$ cat src/hdl/assert_macros.svh
// Assertion helpers used by the RTL. Clock i_clk, reset i_rst_n (active low).
`ifndef ASSERT_MACROS_SVH
`define ASSERT_MACROS_SVH

// same-cycle implication
`define ASSERT_IMP(lbl, ante, cons) \
    lbl: assert property (@(posedge i_clk) disable iff (!i_rst_n) (ante) |-> (cons)) \
        else $error("implication check failed");

// next-cycle implication
`define ASSERT_NXT(lbl, ante, cons) \
    lbl: assert property (@(posedge i_clk) disable iff (!i_rst_n) (ante) |=> (cons)) \
        else $error("next-cycle check failed");

`endif

$ cat src/hdl/fsc_divider.sv
// Restoring divider, one quotient bit per cycle, 8-bit divisor.
module fsc_divider #(
    parameter int W = 30
) (
    input  logic         i_clk,
    input  logic         i_rst_n,
    input  logic         i_start,
    input  logic [W-1:0] i_dividend,
    input  logic [7:0]   i_divisor,
    output logic         o_busy,
    output logic         o_done,
    output logic [W-1:0] o_quot,
    output logic [7:0]   o_rem
);

    localparam int CW = $clog2(W + 1);

    logic [CW-1:0] r_cnt;
    logic          r_done;
    logic [W-1:0]  r_quot;
    logic [7:0]    r_rem;
    logic [7:0]    r_div;
    logic [8:0]    w_trial;
    logic [8:0]    w_diff;
    logic          w_ge;

    always_comb begin
        w_trial = {r_rem, r_quot[W-1]};
        w_ge    = w_trial >= {1'b0, r_div};
        w_diff  = w_trial - {1'b0, r_div};
    end

    always_ff @(posedge i_clk) begin
        if (!i_rst_n) begin
            r_cnt  <= '0;
            r_done <= 1'b0;
        end else begin
            r_done <= 1'b0;
            if (i_start) begin
                r_cnt <= CW'(W);
            end else if (r_cnt != '0) begin
                r_cnt <= r_cnt - CW'(1);
                if (r_cnt == CW'(1)) begin
                    r_done <= 1'b1;
                end
            end
        end
    end

    always_ff @(posedge i_clk) begin
        if (i_start) begin
            r_quot <= i_dividend;
            r_rem  <= '0;
            r_div  <= i_divisor;
        end else if (r_cnt != '0) begin
            r_quot <= {r_quot[W-2:0], w_ge};
            r_rem  <= w_ge ? w_diff[7:0] : w_trial[7:0];
        end
    end

    assign o_busy = (r_cnt != '0);
    assign o_done = r_done;
    assign o_quot = r_quot;
    assign o_rem  = r_rem;

endmodule

$ cat config.mk
export PLATFORM = sky130hd
export DESIGN_NAME = fsc_divider
export DESIGN_NICKNAME = d
export VERILOG_FILES = /design/src/hdl/assert_macros.svh /design/src/hdl/fsc_divider.sv
export SDC_FILE = /design/constraint.sdc
export NUM_CORES = 1
export LEC_CHECK = 0
export ABC_AREA = 1
export BUFFER_PORTS_ARGS = -buffer_cell sky130_fd_sc_hd__buf_2
export CAP_MARGIN = 20
export CELL_PAD_IN_SITES_DETAIL_PLACEMENT = 1
export CELL_PAD_IN_SITES_GLOBAL_PLACEMENT = 2
export CORE_MARGIN = 1.5
export CORE_UTILIZATION = 33
export CTS_BUF_LIST = sky130_fd_sc_hd__clkbuf_4 sky130_fd_sc_hd__clkbuf_8
export DETAILED_ROUTE_END_ITERATION = 6
export HOLD_SLACK_MARGIN = 0.02
export PLACE_DENSITY = 0.86
export SLEW_MARGIN = 25
export SYNTH_ARGS = -nofsm -noshare
export SYNTH_HDL_FRONTEND = slang
export SYNTH_SLANG_ARGS = --single-unit
$ cat constraint.sdc
create_clock -name i_clk -period 4.05 [get_ports i_clk]
set_clock_uncertainty 0.1 [all_clocks]
set_input_delay 0.81 -clock i_clk [delete_from_list [all_inputs] [get_ports i_clk]]
set_output_delay 0.81 -clock i_clk [all_outputs]
set_load 0.02 [all_outputs]
Word-level counts from Yosys, hierarchy flattened
Index checks and enable logic that the tools add are counted.
{"block": "classes", "addsub": 2, "n_mul": 0, "n_div": 0, "magnitude_cmp": 1, "eq_ne": 1, "n_shift": 0, "muxes": 6, "bitwise": 2, "reduce_logical": 4}
{"op": "two-way mux 30 bit", "count": 2}
{"op": "two-way mux 5 bit", "count": 2}
{"op": "greater-or-equal comparator 9 x 8 -> 1 bit", "count": 1}
{"op": "two-way mux 8 bit", "count": 1}
{"op": "subtractor 8 bit", "count": 1}
{"op": "equality test 5 x 1 -> 1 bit, second input constant", "count": 1}
{"op": "nonzero test 5 bit", "count": 1}
{"op": "subtractor 5 x 1 -> 5 bit, second input constant", "count": 1}
{"op": "OR reduction 3 bit", "count": 1}
{"op": "inverter 1 bit", "count": 2}
{"op": "nonzero test 2 bit", "count": 1}
{"op": "OR reduction 2 bit", "count": 1}
{"op": "two-way mux 1 bit", "count": 1}
{"block": "word_totals", "regBits": 52, "latch_bits": 0, "ram_bits": 0, "mem_bits_ro": 0, "in_bits": 41, "output_inout_bits": 40, "wordCells": 22, "n_memories": 0}

Logic depth before layout (Yosys ltp)
{"block": "logic_depth", "word_depth": 3, "ltp_mapped": 12, "depth_no_buf": 12}

Worst setup path before layout
OpenSTA, ideal clock, no wires.
{"block": "synth_path", "kind": "input port to flip-flop", "start": "input port i_start", "end": "register r_quot[0] (netlist: o_quot[0]), enable pin", "arrival_time_ns": 1.663, "required_ns": 3.565, "setup_slack_ns": 1.902, "stages": 3, "path_cell_list": "buf_2 -> nor2_2 -> inv_1"}
{"block": "synth_between", "elab_chain_cells": 1}
{"element": "start, declared", "line_no": "fsc_divider.sv:7", "source": "input logic i_start,"}
{"element": "nonzero test 2 bit (no line)"}
{"element": "end signal, assigned", "line_no": "fsc_divider.sv:52", "source": "r_quot <= i_dividend;"}
{"element": "end signal, assigned", "line_no": "fsc_divider.sv:56", "source": "r_quot <= {r_quot[W-2:0], w_ge};"}
{"element": "end, declared", "line_no": "fsc_divider.sv:20", "source": "logic [W-1:0] r_quot;"}
Every way passes these cells.
A chain may end at the register's enable or synchronous reset.

Worst setup path after layout
{"block": "layout_path", "start": "register r_cnt[0]", "end": "output port o_busy"}
{"block": "layout_between", "elab_chain_cells": 1}
{"element": "start, declared", "line_no": "fsc_divider.sv:18", "source": "logic [CW-1:0] r_cnt;"}
{"element": "start signal, assigned", "line_no": "fsc_divider.sv:40", "source": "r_cnt <= CW'(W);"}
{"element": "start signal, assigned", "line_no": "fsc_divider.sv:42", "source": "r_cnt <= r_cnt - CW'(1);"}
{"element": "nonzero test 5 bit", "line_no": "fsc_divider.sv:61", "source": "assign o_busy = (r_cnt != '0);"}
{"element": "end, declared", "line_no": "fsc_divider.sv:10", "source": "output logic o_busy,"}
Every way passes these cells.

==> qor.yml <==
drive_gt1_frac: 0.2753
grt_pass1_wl_um: 11350
criticalPathCategory: "reg2out"
synth_area_um2: 2631
ys_types: 29
first_pass_iters: 4
finalPower_mw: 1.877
core_area_um2: 7727
synth-simple-area-share: 0.3157
yosys-top-cells-area: "edfxtp_1 43%, nand2_1 20%, dfxtp_1 11%, ha_1 4.8%, inv_1 4.0%"
p_leak_nw: 1.699
synth-main-ff-cell: "edfxtp_1"
muxShareOfSynthArea: 0
powerDensity_nw_per_um2: 577.5
root_buffer: "clkbuf_8"
seqCellArea_um2: 1421
rows: 32
synth_top_area_share: 0.4337
dr_total_vias: 2225
setup_viol: 0
clk_latency_ns: 0.31
synthTopCellsByCount: "143 x nand2_1, 38 x edfxtp_1, 28 x inv_1"
nNetsFinal: 436
tritoncts: "yes"
report.final.slew_viol_count: 0
vdd_drop_max_mv: 0.1843
grt-ovfl-total: 0
yosysWarnings: 0
synth_xor_area_frac: 0.009986
die_x_um: 92.30
die_area_um2: 8518
start_util: 0.3405
cap_violations: 0
drt_wl_total_um: 6659
area_growth_pct: 23.49
synth_largest_area_cell: "edfxtp_1"
cp.required_ns: 3.14
synth_edf_count: 38
multi_input_area_um2: 1070
max_freq_ghz: 0.4253
yosysMostFrequentCell: "nand2_1"
ioPinCount: 81
port_buffers: 80
post-route-period-util: 0.5805
place_ws_ns: 1.567
synth_compound_gate_area_share: 0.02568
run_status: "complete, no violations"
finalSetupTns_ns: 0
period_needed_ns: 2.351
drc: 0
cts.hold.buffers_added: 0
syn_avg_cell_area_um2: 8.742
place.gp.congestion: 0.7448
cp_max_fo: 7
rsz0062_at_grt: "no"
final_cell_area_um2: 3249
fillers: 956
drt-initial-drc-count: 77
clockBufferDepth: 2
diodes: 0
wl_per_cell_um: 13.67
synth_top_family_by_area: "simple AND/OR/NAND/NOR gates"
synthCells: 301
ys_ff_latch: 52
synth_async_sr_flop_share: 0
cp_slowest_stage_delay_ns: 0.42
slew_headroom: 0.6921
cts_setup_buffers: 0
place_area_um2: 3154
die_h_um: 92.30
clk_pin_slew_ns: 0.11
cts_buffers: 5
grt_pass1_vias: 2327
yosysSeqAreaShare: 0.5402
startpoint_type: "flip-flop"
crit_path_cell_trace: "inv_1 -> ha_1 -> nand3_2 -> buf_2"
cp_slowest_cell: "dfxtp_1"
hold_class: "reg2reg"
grt_max_degree: 42
syn-num-nets: 353
fin_ws_ns: 1.699
cts_resized: 0
dp_hpwl_um: 5051
worstSetupEndpointType: "primary output"
grt_use_total: 0.1690
htree_num_levels: 2
worst_pin_slew_ns: 0.4618
antenna_found_initial: 0
yosys.area_share.adder: 0.05516
cp.arrival_ns: 1.44
postRouteAntennaNets: 0
hold_viol: 0
clkSinkCount: 52
drt-vias-per-instance: 4.569
## power breakdown
part           total, mW  internal, mW  switching [mW]
registers          0.759         0.678          0.0811
clock network      0.320         0.128           0.192
logic              0.798         0.292           0.506
## cell type report
cell class / instances / share of cell area
flip-flops and latches: 52 / 0.4374
multi-input cells: 212 / 0.3292
repair buffers: 83 / 0.1302
well taps: 102 / 0.03928
inverters: 30 / 0.03466
clock buffers: 5 / 0.02118
clock inverters: 3 / 0.008086
## registers in the layout, indices dropped and copies added (netlist names)
register	cells
r_cnt	5
o_quot	30
r_div	8
o_rem	8
o_done	1
## kinds of logic (layout without fill, tap and decap cells)
| kind of cell | count (synthesis) | count (layout) |
|---|---|---|
| XOR/XNOR | 3 | 3 |
| flip-flops | 52 | 52 |
| AND/OR/NAND/NOR | 188 | 188 |
| adder cells (fa/ha/maj) | 11 | 11 |
| buffers and inverters | 37 | 121 |
| AO/OA/AOI/OAI | 10 | 10 |
## per-layer routing
layer / share of wire / wire length [µm] / global-route usage / vias to the layer above
met1: 0.46 / 3060 / 0.2183 / 1029
li1: - / - / - / 1131
met4: 0.014 / 93 / 0.05128 / 0
met5: 0 / 0 / 0 / -
met2: 0.46 / 3041 / 0.2728 / 59
met3: 0.069 / 462 / 0.05008 / 6
## metrics by stage
step | std cells | hold WS [ns] | utilization
2_1_floorplan | 301 | 0.3390 | -
3_3_place_gp | 479 | 0.3475 | 0.4082
3_5_place_dp | 479 | 0.3646 | 0.4082
4_1_cts | 487 | 0.3823 | 0.4205
5_1_grt | 487 | 0.3972 | 0.4205
6_report | 487 | 0.3761 | 0.4205
## cells in the final DEF, fill, tap and decap left out, drive strengths merged
| master | instances |
|---|---|
| a211oi | 1 |
| a21oi | 5 |
| a221oi | 1 |
| a31oi | 2 |
| buf | 83 |
| clkbuf | 5 |
| clkinv | 2 |
| dfxtp | 14 |
| edfxtp | 38 |
| fa | 1 |
| ha | 10 |
| inv | 31 |
| nand2 | 147 |
| nand3 | 18 |
| nand3b | 7 |
| nand4 | 2 |
| nor2 | 11 |
| nor3 | 1 |
| nor4 | 1 |
| o31ai | 1 |
| or2 | 1 |
| xnor2 | 1 |
| xor2 | 2 |
## critical path, delay by kind of cell (launching register included)
kind / cells / cell delay [ns]
and+or+nand+nor: 1 / 0.17
adders and majority gates: 1 / 0.24
DFF: 1 / 0.42
buffers and inverters: 2 / 0.30
## worst paths after layout
kind / start / to / slack [ns] / cells after the start
setup / recovery: r_cnt[0] / o_busy / 1.70 / 4
hold / removal: r_cnt[4] / r_cnt[4] / 0.38 / 2
hold reg to reg: r_cnt[4] / r_cnt[4] / 0.38 / 2
setup reg to reg: r_cnt[0] / o_quot[26] / 2.00 / 6
(Power assumes the default switching activity.)
