$ cat config.mk
export PLATFORM = sky130hd
export DESIGN_NAME = fsc_cordic_cell
export DESIGN_NICKNAME = d
export VERILOG_FILES = /design/src/hdl/assert_macros.svh /design/src/hdl/fsc_pkg.sv /design/src/hdl/fsc_cordic_cell.sv
export SDC_FILE = /design/constraint.sdc
export NUM_CORES = 1
export LEC_CHECK = 0
export BUFFER_PORTS_ARGS = -buffer_cell sky130_fd_sc_hd__buf_2
export CORE_ASPECT_RATIO = 1.1
export CORE_MARGIN = 2
export CORE_UTILIZATION = 52
export DETAILED_ROUTE_END_ITERATION = 12
export HOLD_SLACK_MARGIN = 0.02
export PLACE_DENSITY = 0.82
export SLEW_MARGIN = 20
export SYNTH_ARGS = -nofsm -noshare
export SYNTH_HDL_FRONTEND = slang
export SYNTH_SLANG_ARGS = --single-unit
$ cat constraint.sdc
create_clock -name i_clk -period 2.6 [get_ports i_clk]
set_input_delay 0.26 -clock i_clk [delete_from_list [all_inputs] [get_ports i_clk]]
set_output_delay 0.26 -clock i_clk [all_outputs]
set_load 0.02 [all_outputs]
$ cat src/hdl/assert_macros.svh
// Assertion helpers used by the RTL. Clock i_clk, reset i_rst_n (active low).
`ifndef ASSERT_MACROS_SVH
`define ASSERT_MACROS_SVH

// same-cycle implication
`define ASSERT_IMP(lbl, ante, cons) \
    lbl: assert property (@(posedge i_clk) disable iff (!i_rst_n) (ante) |-> (cons)) \
        else $error("implication check failed");

// next-cycle implication
`define ASSERT_NXT(lbl, ante, cons) \
    lbl: assert property (@(posedge i_clk) disable iff (!i_rst_n) (ante) |=> (cons)) \
        else $error("next-cycle check failed");

`endif

$ cat src/hdl/fsc_pkg.sv
package fsc_pkg;

    // sequencer states
    typedef enum logic [2:0] {
        S_LOAD,
        S_RECIP,
        S_FEED,
        S_DRAIN,
        S_DIV_C,
        S_DIV_S,
        S_EMIT
    } t_state;

    localparam int CORDIC_STEPS = 14;
    localparam int XY_W         = 18;
    localparam int Z_W          = 16;
    localparam logic signed [XY_W-1:0] CORDIC_X0 = 18'sd9949;

    localparam int COEFF_W = 18;
    localparam logic signed [COEFF_W-1:0] COEFF_MAX = 18'sd131071;
    localparam logic signed [COEFF_W-1:0] COEFF_MIN = -18'sd131072;
    localparam int COEFF_POS_LIM = 131071;
    localparam int COEFF_NEG_LIM = 131072;

    // one rotation stage's worth of state
    typedef struct packed {
        logic                   vld;
        logic signed [XY_W-1:0] x;
        logic signed [XY_W-1:0] y;
        logic signed [Z_W-1:0]  z;
        logic [1:0]             quad;
    } t_rot;

    // arctan(2^-k) with one turn = 65536
    function automatic logic signed [Z_W-1:0] atan_lut(input int unsigned k);
        logic signed [Z_W-1:0] v;
        case (k)
            0:       v = 16'sd8192;
            1:       v = 16'sd4836;
            2:       v = 16'sd2555;
            3:       v = 16'sd1297;
            4:       v = 16'sd651;
            5:       v = 16'sd326;
            6:       v = 16'sd163;
            7:       v = 16'sd81;
            8:       v = 16'sd41;
            9:       v = 16'sd20;
            10:      v = 16'sd10;
            11:      v = 16'sd5;
            12:      v = 16'sd3;
            13:      v = 16'sd1;
            default: v = 16'sd0;
        endcase
        return v;
    endfunction

endpackage

$ cat src/hdl/fsc_cordic_cell.sv
// One rotation step; carries the sample alongside the angle.
module fsc_cordic_cell #(
    parameter int STAGE        = 0,
    parameter int SAMPLE_WIDTH = 16
) (
    input  logic                           i_clk,
    input  logic                           i_rst_n,
    input  fsc_pkg::t_rot                  i_rot,
    input  logic signed [SAMPLE_WIDTH-1:0] i_smp,
    output fsc_pkg::t_rot                  o_rot,
    output logic signed [SAMPLE_WIDTH-1:0] o_smp
);

    localparam logic signed [fsc_pkg::Z_W-1:0] ATAN = fsc_pkg::atan_lut(STAGE);

    fsc_pkg::t_rot                  r_rot;
    fsc_pkg::t_rot                  n_rot;
    logic signed [SAMPLE_WIDTH-1:0] r_smp;
    logic signed [fsc_pkg::XY_W-1:0] w_shx;
    logic signed [fsc_pkg::XY_W-1:0] w_shy;

    always_comb begin
        w_shx = i_rot.x >>> STAGE;
        w_shy = i_rot.y >>> STAGE;
        n_rot = i_rot;
        if (!i_rot.z[fsc_pkg::Z_W-1]) begin
            n_rot.x = i_rot.x - w_shy;
            n_rot.y = i_rot.y + w_shx;
            n_rot.z = i_rot.z - ATAN;
        end else begin
            n_rot.x = i_rot.x + w_shy;
            n_rot.y = i_rot.y - w_shx;
            n_rot.z = i_rot.z + ATAN;
        end
    end

    // only the valid bit is reset; the data fields just follow
    always_ff @(posedge i_clk) begin
        if (!i_rst_n) begin
            r_rot.vld <= 1'b0;
        end else begin
            r_rot.vld <= n_rot.vld;
        end
        r_rot.x    <= n_rot.x;
        r_rot.y    <= n_rot.y;
        r_rot.z    <= n_rot.z;
        r_rot.quad <= n_rot.quad;
        r_smp      <= i_smp;
    end

    assign o_rot = r_rot;
    assign o_smp = r_smp;

endmodule

* Yosys cells after proc, flatten, opt, wreduce, memory -nomap -nowiden
Index checks and enable logic that the tools add are counted.
** Operators by class
- $add $sub $neg :: 5
- Multiply operators :: 0
- Div/mod/pow operators :: 0
- $lt $le $gt $ge :: 0
- Equal/unequal tests :: 0
- Shifts and indexed selects :: 0
- Multiplexer cells :: 1
- Bitwise operators :: 0
- Reduce and logical (&&, ||, !) cells :: 0
** Operators by type and width (count)
- 2-to-1 mux 52 bit :: 1
- subtractor 18 bit :: 2
- adder 18 bit :: 1
- adder 16 x 15 -> 16 bit, second input constant :: 1
- subtractor 16 x 15 -> 16 bit, second input constant :: 1
** Word-level totals
- Bits in registers :: 71
- Bits in latches :: 0
- RAM bits :: 0
- Memory bits (read-only) :: 0
- Output and inout port bits :: 71
- Logic and storage cells :: 12
- Memories :: 0

* Logic depth before layout (Yosys ltp)
- Depth after elaboration :: 2
- Depth in mapped cells :: 10

* Least setup slack after synthesis
No wires, ideal clock.
- Path kind :: input-to-reg
- Start :: input port i_rot[21] in the netlist's numbering
- End :: register r_rot (netlist bit o_rot[27])
- Arrival time :: 1.949 ns
- Required time :: 2.473 ns
- Slack :: 0.524 ns
- Stages on the path :: 7
- Path buffers :: 1
- Path through :: inv_1 > ha_1 > buf_6 > o41ai_2 > a31oi_1 > mux2_1 > or3b_1
** RTL lines
- start, declared :: RTL line fsc_cordic_cell.sv:8 : input fsc_pkg::t_rot i_rot,
- end, declared :: RTL line fsc_cordic_cell.sv:16 : fsc_pkg::t_rot r_rot;

==> results.md <==
- Fraction of final layout cells sized beyond drive strength 1: 0.267
- Area leader, netlist: sky130_fd_sc_hd__dfxtp_1
- Start-to-end type of the worst setup path: primary input to flip-flop
- Setup total negative slack: 0 ns
- Number of unique standard cell types used by synthesis: 67
- GR Util All Layers: 0.289
- RSZ-0062 raised after global routing: false
- Cell at the root of the clock tree: sky130_fd_sc_hd__clkbuf_8
- Simple-gate share of the synthesized area: 0.154
- Path type of the worst min-delay path: primary input to flip-flop
- Share of synthesized cell area in full adder, half adder and majority cells: 0.161
- Final worst path period need: 2.17 ns
- Relative area change from synthesis to final layout: 30.6%
- Max Transition Viols Final: 0
- Area share of xor/xnor cells in the synthesized design: 0.0570
- Cell count after synthesis: 524
- Global-route wire length before repair: 21,500 um
- YS warnings: 0
- Endpoints failing setup: 0
- Number of ports placed on the die boundary: 144
- Top fanout value on the critical path: 10
- Worst setup startpoint: i_rot[22]
- Fraction of synthesized area in multiplexers: 0.00702
- Average via count per standard cell: 5.56
- Leftover overflow at the end of global routing: 0
- Maximum buffer depth of the clock tree: 2
- Maximum level of the CTS H-tree: 3
- Final setup margin: 0.435 ns
- Relative slew slack: 0.503
- Post-synth EDFFs: 0
- Total wirelength of the detailed-routed design: 13,600 um
- Portion of the post-synthesis area used by sequential elements: 0.315
- Count of standard-cell rows: 35
- Vias in the first global route: 4,368
- Synth Area per Inst: 8.50 sq um
- Clock tree from TritonCTS: done
- Register bit count reported by yosys: 70
- Post-route antenna net violation count: 0
- Endpoints failing hold: 0
- WL/cell: 16.7 um
- Type of element capturing the critical path: flip-flop
- Die outline area: 9330 sq um
- Final HPWL from detailed placement: 10,100 um
- Clock slew at the register clock pins of the worst setup and hold paths: 0.07 ns
- Die height: 101 um
- Count leader, synth: sky130_fd_sc_hd__dfxtp_1
- Largest family of logic cells by synthesized area: compound AO/OA/AOI/OAI gates
- Final Cycle Share: 0.833
- Top flip-flop cell by instance count after synthesis: sky130_fd_sc_hd__dfxtp_1
- Worst Setup Slack post-DPL: 0.122 ns
- DRT iter0 DRCs: 254
- Worst-case vdd ir drop: 0.000244 V
- Achievable Freq: 462 MHz
- Die span in x: 92.3 um
- Number of maximum-capacitance constraint violations: 0
- Synthesized Nets: 652
- DRC: 0
- Antenna violations before repair: 0
- Core box area: 8360 sq um
- Setup Fix Bufs, Post-CTS: 0
- Number of nets in the layout: 827
- Placer's final routability congestion estimate: 1.04
- Area share of the largest cell type after synthesis: 0.315
- Combined area of all synthesized cells: 4460 sq um
- Count of TritonRoute iterations in the first routing pass: 5
- Dpl cells: 770
- Leakage power of the design: 2.88 nW
- Share of the synthesized area in compound gates (AO/OA/AOI/OAI): 0.233
- Startpoint kind of the worst setup timing path: primary input
- Result of the run: finished, final reports clean
- Post-synth ARST share: 0
- Worst hold margin: 0.0331 ns
- Port-buffer cells: 143
- Required time reported for the critical path endpoint: 2.82 ns
- Transition time at the pin with the least slew margin: 0.727 ns
- Starting density of the core: 0.533
- Number of vias after detailed routing: 4,531
- Ranking of synthesized cells by instance count: sky130_fd_sc_hd__dfxtp_1 (70), sky130_fd_sc_hd__a21oi_1 (52), sky130_fd_sc_hd__ha_1 (51)
- Arrival time worst endpoint: 2.39 ns
- Number of sinks handled by clock tree synthesis: 70
- Number of inserted diodes: 0
- Power per unit of standard cell area: 599 nW/um^2
- Pin count of the biggest net entering global routing: 30
- Number of clock buffers inserted by TritonCTS: 9
- Count of non-filler cells in the finished layout: 815
- Main area contributors after synthesis: sky130_fd_sc_hd__dfxtp_1 (31%), sky130_fd_sc_hd__ha_1 (14%), sky130_fd_sc_hd__a21oi_1 (5.8%)
- Last element of the critical path: o_rot[27]$_DFF_P_
[through the flow]
step	instance area [sq um]	power (W)	util
global route	5820	0.00366	0.696
finish	5820	0.00348	0.696
detailed placement	5300	0.00244	0.634
CTS	5810	0.00348	0.695
global placement	5300	0.00243	0.634
floorplan	4460	0.00205	-
[how the worst min path moves through the flow]
stage                        start                to  slack [ns]  depth (start not counted)
after global placement    i_smp[6]  o_smp[6]$_DFF_P_        0.36                          1
after global routing      i_rot[2]  o_rot[2]$_DFF_P_        0.02                          1
after detailed placement  i_smp[8]  o_smp[8]$_DFF_P_        0.36                          1
after CTS                 i_rot[2]  o_rot[2]$_DFF_P_        0.02                          1
final                     i_rot[2]  o_rot[2]$_DFF_P_        0.03                          1
after floorplan           i_rot[0]  o_rot[0]$_DFF_P_        0.29                          0
[cell usage in the layout, fill, tap and decap left out, types with 3 or more instances in the layout]
cell / instances
sky130_fd_sc_hd__buf_2: 143
sky130_fd_sc_hd__dfxtp_1: 70
sky130_fd_sc_hd__a21oi_1: 52
sky130_fd_sc_hd__ha_1: 51
sky130_fd_sc_hd__inv_1: 48
sky130_fd_sc_hd__nor2_1: 34
sky130_fd_sc_hd__dlygate4sd3_1: 29
sky130_fd_sc_hd__nand2_1: 25
sky130_fd_sc_hd__xnor2_1: 23
sky130_fd_sc_hd__o21ai_0: 20
sky130_fd_sc_hd__nor3_1: 20
sky130_fd_sc_hd__buf_4: 15
sky130_fd_sc_hd__nand3_1: 14
sky130_fd_sc_hd__a21o_1: 13
sky130_fd_sc_hd__clkbuf_8: 10
sky130_fd_sc_hd__nor2b_1: 9
sky130_fd_sc_hd__nand2b_1: 8
sky130_fd_sc_hd__o21bai_1: 7
sky130_fd_sc_hd__o31ai_1: 7
sky130_fd_sc_hd__a211oi_1: 6
sky130_fd_sc_hd__o21ai_1: 6
sky130_fd_sc_hd__xor2_1: 6
sky130_fd_sc_hd__inv_2: 5
sky130_fd_sc_hd__nand4_1: 5
sky130_fd_sc_hd__nor4_1: 5
sky130_fd_sc_hd__o211ai_1: 4
sky130_fd_sc_hd__fa_1: 4
sky130_fd_sc_hd__or3_1: 3
sky130_fd_sc_hd__a211oi_2: 3
sky130_fd_sc_hd__and2_1: 3
sky130_fd_sc_hd__o211a_1: 3
sky130_fd_sc_hd__o21a_1: 3
sky130_fd_sc_hd__a31oi_1: 3
sky130_fd_sc_hd__a211o_1: 3
[logic make-up after synthesis]
kind of cell	count (synthesis)
AOI/OAI and AO/OA	153
xor gates and xnor gates	29
adders and majority gates	55
buffers and inverters	77
DFF	70
muxes	3
and+or+nand+nor	137
[layout make-up]
| cell class | count | area, sq um |
|---|---|---|
| repair buffers | 187 | 1120 |
| fillers | 683 | 2540 |
| flip-flops and latches | 70 | 1400 |
| well taps | 111 | 139 |
| clock inverters | 6 | 92.6 |
| clock buffers | 10 | 138 |
| multi-input cells | 377 | 2730 |
| inverters | 54 | 203 |
[where the power goes]
part / total [W] / internal [W] / switching, W
Sequential: 0.00128 / 0.00123 / 0.0000479
Combinational: 0.00121 / 0.000462 / 0.000748
Clock: 0.000999 / 0.000573 / 0.000426
Total: 0.00348 / 0.00226 / 0.00122
[critical path: stages]
cell                      delay [ns]
sky130_fd_sc_hd__buf_2          0.10
sky130_fd_sc_hd__inv_1          0.05
sky130_fd_sc_hd__ha_1           0.48
sky130_fd_sc_hd__nor3b_1        0.11
sky130_fd_sc_hd__nor3_1         0.25
sky130_fd_sc_hd__o41ai_2        0.15
sky130_fd_sc_hd__a31oi_1        0.28
sky130_fd_sc_hd__mux2_1         0.34
sky130_fd_sc_hd__or3b_1         0.37
[layer usage]
metal,GRT usage,vias to the layer above,part of all wire
met5,0,-,0
met4,0.107,0,0.026
met3,0.0456,29,0.074
met2,0.516,219,0.49
met1,0.352,2115,0.41
li1,-,2168,-
[sequential cells by signal, indices dropped and copies added, names as in the netlist]
register and count:
o_rot 54, o_smp 16
[repair_timing]
item	CTS	global route
hold buffers	28	1
gates resized for setup	0	0
endpoints found under the setup margin	0	0
endpoints found under the hold margin	28	1
No activity file was read; power rests on OpenSTA's default activity.
